$ cat config.mk
export PLATFORM = sky130hd
export DESIGN_NAME = psd_sqrt
export DESIGN_NICKNAME = d
export VERILOG_FILES = /design/src/rtl/core/psd_pkg.sv /design/src/rtl/core/psd_sqrt.sv
export SDC_FILE = /design/constraint.sdc
export NUM_CORES = 2
export LEC_CHECK = 0
export BUFFER_PORTS_ARGS = -buffer_cell sky130_fd_sc_hd__buf_2
export CORE_MARGIN = 2
export CORE_UTILIZATION = 45
export CTS_CLUSTER_SIZE = 10
export DETAILED_ROUTE_END_ITERATION = 8
export PLACE_DENSITY = 0.66
export SLEW_MARGIN = 25
export SYNTH_ARGS = -nofsm -noshare
export SYNTH_HDL_FRONTEND = slang
export SYNTH_SLANG_ARGS = --single-unit
$ cat constraint.sdc
create_clock -name clk -period 4 [get_ports clk]
set_input_delay 0.4 -clock clk [delete_from_list [all_inputs] [get_ports clk]]
set_output_delay 0.4 -clock clk [all_outputs]
set_load 0.05 [all_outputs]
$ cat src/rtl/core/psd_pkg.sv
// ----------------------------------------------------------------------------
// psd_pkg
// Shared widths, types and codes for the point-to-segment projection core.
// ----------------------------------------------------------------------------
`timescale 1ns / 1ps
`default_nettype none

package psd_pkg;

  localparam int COORD_W       = 24;
  localparam int DIFF_W        = COORD_W + 1;
  localparam int PROD_W        = 2 * DIFF_W;
  localparam int SUM_W         = PROD_W + 2;
  localparam int DIST_W        = 25;
  localparam int ROOT_STEPS    = SUM_W / 2;
  localparam int CFG_IDX_W     = 3;
  localparam int FRAC_BITS_DEF = 16;

  typedef logic signed [COORD_W-1:0] coord_t;
  typedef logic signed [DIFF_W-1:0]  diff_t;
  typedef logic signed [PROD_W-1:0]  prod_t;
  typedef logic        [SUM_W-1:0]   usum_t;
  typedef logic signed [SUM_W-1:0]   ssum_t;

  typedef struct packed {
    coord_t x;
    coord_t y;
    coord_t z;
  } vec_t;

  typedef struct packed {
    diff_t x;
    diff_t y;
    diff_t z;
  } dvec_t;

  typedef enum logic [1:0] {
    RGN_INTERIOR = 2'd0,
    RGN_AT_A     = 2'd1,
    RGN_AT_B     = 2'd2
  } region_t;

  typedef enum logic [CFG_IDX_W-1:0] {
    CFG_A_X = 3'd0,
    CFG_A_Y = 3'd1,
    CFG_A_Z = 3'd2,
    CFG_B_X = 3'd3,
    CFG_B_Y = 3'd4,
    CFG_B_Z = 3'd5
  } cfg_idx_t;

  // sign extension of a coordinate by one bit
  function automatic diff_t sx(input coord_t v);
    return {v[COORD_W-1], v};
  endfunction

endpackage

`default_nettype wire

$ cat src/rtl/core/psd_sqrt.sv
// ----------------------------------------------------------------------------
// psd_sqrt
// Pipelined integer square root, one result bit per stage, saturating.
// ----------------------------------------------------------------------------
`timescale 1ns / 1ps
`default_nettype none

module psd_sqrt import psd_pkg::*; #(
  parameter int SIDE_W = 8
) (
  input  logic              clk,
  input  logic              rst_n,
  input  logic              en,
  input  logic              in_vld,
  input  usum_t             rad,
  input  logic [SIDE_W-1:0] side_in,
  output logic              out_vld,
  output logic [DIST_W-1:0] out_root,
  output logic [SIDE_W-1:0] side_out
);

  logic [ROOT_STEPS-1:0] vld_r;
  usum_t                 n_r    [ROOT_STEPS];
  usum_t                 res_r  [ROOT_STEPS];
  logic [SIDE_W-1:0]     side_r [ROOT_STEPS];

  always_ff @(posedge clk) begin
    if (!rst_n) begin
      vld_r <= '0;
    end else if (en) begin
      vld_r <= {vld_r[ROOT_STEPS-2:0], in_vld};
    end
  end

  for (genvar k = 0; k < ROOT_STEPS; k++) begin : g_step
    localparam usum_t BIT = usum_t'(1) << (SUM_W - 2 - 2 * k);
    usum_t             n_in, res_in, trial;
    logic [SIDE_W-1:0] s_in;

    if (k == 0) begin : g_first
      assign n_in   = rad;
      assign res_in = '0;
      assign s_in   = side_in;
    end else begin : g_next
      assign n_in   = n_r[k-1];
      assign res_in = res_r[k-1];
      assign s_in   = side_r[k-1];
    end

    assign trial = res_in + BIT;

    always_ff @(posedge clk) begin
      if (en) begin
        side_r[k] <= s_in;
        if (n_in >= trial) begin
          n_r[k]   <= n_in - trial;
          res_r[k] <= (res_in >> 1) + BIT;
        end else begin
          n_r[k]   <= n_in;
          res_r[k] <= res_in >> 1;
        end
      end
    end
  end

  assign out_vld  = vld_r[ROOT_STEPS-1];
  assign side_out = side_r[ROOT_STEPS-1];
  assign out_root = (|res_r[ROOT_STEPS-1][SUM_W-1:DIST_W]) ? '1
                                                           : res_r[ROOT_STEPS-1][DIST_W-1:0];

endmodule

`default_nettype wire

==> flow_metrics.tcl <==
set metrics [dict create \
    hp-start "rad[39]" \
    coreArea_um2 192000 \
    ir_drop_uv 495.1 \
    die_w_um 442.7 \
    dieArea_um2 196000 \
    via_per_inst 5.540 \
    portBuffers 97 \
    yosys_warnings 0 \
    crit_path_cell_trace "nor4_1, nand3_1, nor2_1, nor4b_1, o311ai_1, o21ba_2, inv_2, buf_4, a21oi_1" \
    powerDensity_nw_per_um2 542.7 \
    grt-ovfl-total 0 \
    post-route-util_pct 50.67 \
    grt_max_degree 163 \
    gp_congestion 0.9175 \
    synth_edf_count 1859 \
    worstSetupStartpointType "register" \
    slew_headroom_pct 26.99 \
    cts_root_buffer "clkbuf_16" \
    syn_nets 7078 \
    synth_top_area_share_pct 64.45 \
    max_freq_mhz 259.4 \
    dp_hpwl_um 139000 \
    drt_iter0_markers 4511 \
    critical_path_peak_fanout 24 \
    p_leak_uw 0.03616 \
    initial_core_util_pct 45.12 \
    maxCapViolCount 0 \
    rows 161 \
    vias 53063 \
    fin_crit_sh_pct 96.36 \
    worst_slew_pin_slew_ns 1.080 \
    period_needed_ns 3.855 \
    cp.arrival_ns 4.51 \
    grt_setup_unrepaired "false" \
    status "finished clean" \
    yosysSeqAreaShare_pct 65.05 \
    criticalPathCategory "register to register" \
    syn_to_final_growth_pct 12.32 \
    cts_buffer_depth 3 \
    clk_pin_slew_ns 0.06 \
    layout-drive-gt1-share_pct 7.631 \
    clk_latency_ns 0.87 \
    crit_family "simple AND/OR/NAND/NOR gates" \
    critPathLaunch "n_r[1][352]$_DFFE_PP_" \
    hold_viol 0 \
    synth-async-reset-ratio_pct 0 \
    grt_usage_pct 19.06 \
    finalWirelength_um 189500 \
    ant_nets 0 \
    finalSetupViolations 0 \
    die_y_um 442.7 \
    cts_made_buffers 213 \
    slew_violations 0 \
    yosys-top-cells-area "edfxtp_1 (64%), ha_1 (5.4%), xnor2_1 (3.0%)" \
    synth_commonest_cells "edfxtp_1 (1859), inv_1 (466), nand2_1 (465), ha_1 (374), nor2_1 (366)" \
    cts.htree.levels 4 \
    wl_per_cell_um 19.79 \
    crit_required_ns 4.65 \
    crit_buf_inv 2 \
    fin_tns_setup_ns 0 \
    final_nets 7400 \
    yosys.cell_types.count 97 \
    first_pass_iters 5 \
    critPathCaptureType "register" \
    synth.most_common_cell "edfxtp_1" \
    crit_path_max_incr_delay_ns 0.89 \
    antenna_found_initial 3 \
    netlist_area_um2 86610 \
    grt_pass1_vias 51682 \
    slowest_stage "nor4b_1" \
    ios 98 \
    yosys_most_used_dff "edfxtp_1" \
    tritoncts "built" \
    synth_largest_area_cell "edfxtp_1" \
    synth.avg_cell_area_um2 13.04 \
    grt_pass1_wl_um 293700 \
    worst_clock_skew_ns 0.08587 \
    hold_class "input pin to register" \
    clock_sinks 1885 \
    drc_errors 0 \
    synth_cells 6640 \
    r2r-start "n_r[1][352]$_DFFE_PP_" \
    ys_seq_elements 1885 \
]
==> state kept, by name, summed over array words and instances (netlist names) <==
register,count
n_r,1300
res_r,351
side_r,208
vld_r,26
==> power by group <==
part | leakage [uW] | internal (uW) | switching (uW)
registers | 0.0181 | 24600 | 1750
clock network | 0.00291 | 9780 | 7580
logic | 0.0152 | 3790 | 5290
==> layout make-up <==
type	count	area [um^2]
antenna	2	5.005
clock buffer	265	5525
clock inverter	38	554.3
fill	16166	94690
inverter	468	1757
multi-input combinational	4137	27950
sequential	1885	56340
tap	2526	3161
timing repair buffer	257	1984
==> what timing repair did <==
action / CTS / global route
setup buffers: 0 / 0
resized for setup: 0 / 0
hold buffers: 65 / 0
endpoints found under the hold margin: 98 / 0
==> through the flow <==
step                      cell area (um^2)  hold slack, ns  power (uW)  std cells  setup slack (ns)
after floorplan                      86610          0.4003       32780       6640            0.2616
after global placement               90510          0.4005       35510       9207            0.2797
after detailed placement             90510          0.4045       35690       9207            0.3754
after CTS                            97240          0.1569       53170       9575            0.3244
after global routing                 97280          0.1953       55260       9577           0.05220
final                                97280          0.2256       52800       9578            0.1454
==> cell families (layout without fill, tap and decap cells) <==
| logic type | count (synthesis) | count (layout) | share of synthesized area (%) |
|---|---|---|---|
| mux | 67 | 67 | 0.8162 |
| compound gates | 1167 | 1167 | 8.416 |
| other cells | 0 | 2 | 0 |
| flops | 1885 | 1885 | 65.05 |
| xor+xnor | 575 | 575 | 5.815 |
| buf+inv | 618 | 1028 | 2.714 |
| simple gates | 1954 | 1954 | 11.78 |
| fa+ha+maj | 374 | 374 | 5.403 |
==> cells in the final DEF (no fill, tap or decap), types with 19 or more instances in the layout <==
cell type         n
mux2i_1          38
nor4_1          227
nor2_1          366
o21ai_0         334
clkinv_1         19
clkbuf_16       213
xnor2_1         295
dfxtp_1          26
nand2b_1         70
a211oi_1         30
nor3b_1          19
a21o_1          143
and3_1           37
edfxtp_1       1859
xor2_1          280
or2_2            51
a21oi_1         331
and2_1           35
clkbuf_1         52
inv_1           466
nor3_1          163
dlygate4sd3_1    65
or3_1            69
nand2_1         465
buf_2            96
mux2_2           28
o21bai_1         28
o21a_1           60
o31ai_1          28
nand4_1          91
ha_1            374
buf_4            86
nand4b_1         20
o211ai_1         24
a31oi_1          31
nor2b_1          82
nand3_1         115
nor4b_1          34
or4_1            34
==> path summary, 6_finish.rpt <==
path	end	slack, ns	depth (start not counted)
worst max-delay path	n_r[1][377]$_DFFE_PP_	0.15	9
worst min-delay path	n_r[0][39]$_DFFE_PP_	0.23	2
worst max register to register	n_r[1][377]$_DFFE_PP_	0.15	9
worst min register to register	res_r[1][172]$_DFFE_PP_	0.37	0
==> metal layers <==
metal / wire length (um) / global-route usage, %
met5: 0 / 0
met4: 5518 / 6.202
met3: 10050 / 2.701
met2: 93740 / 32.69
met1: 80200 / 24.93
No activity file was read; power rests on OpenSTA's default activity.
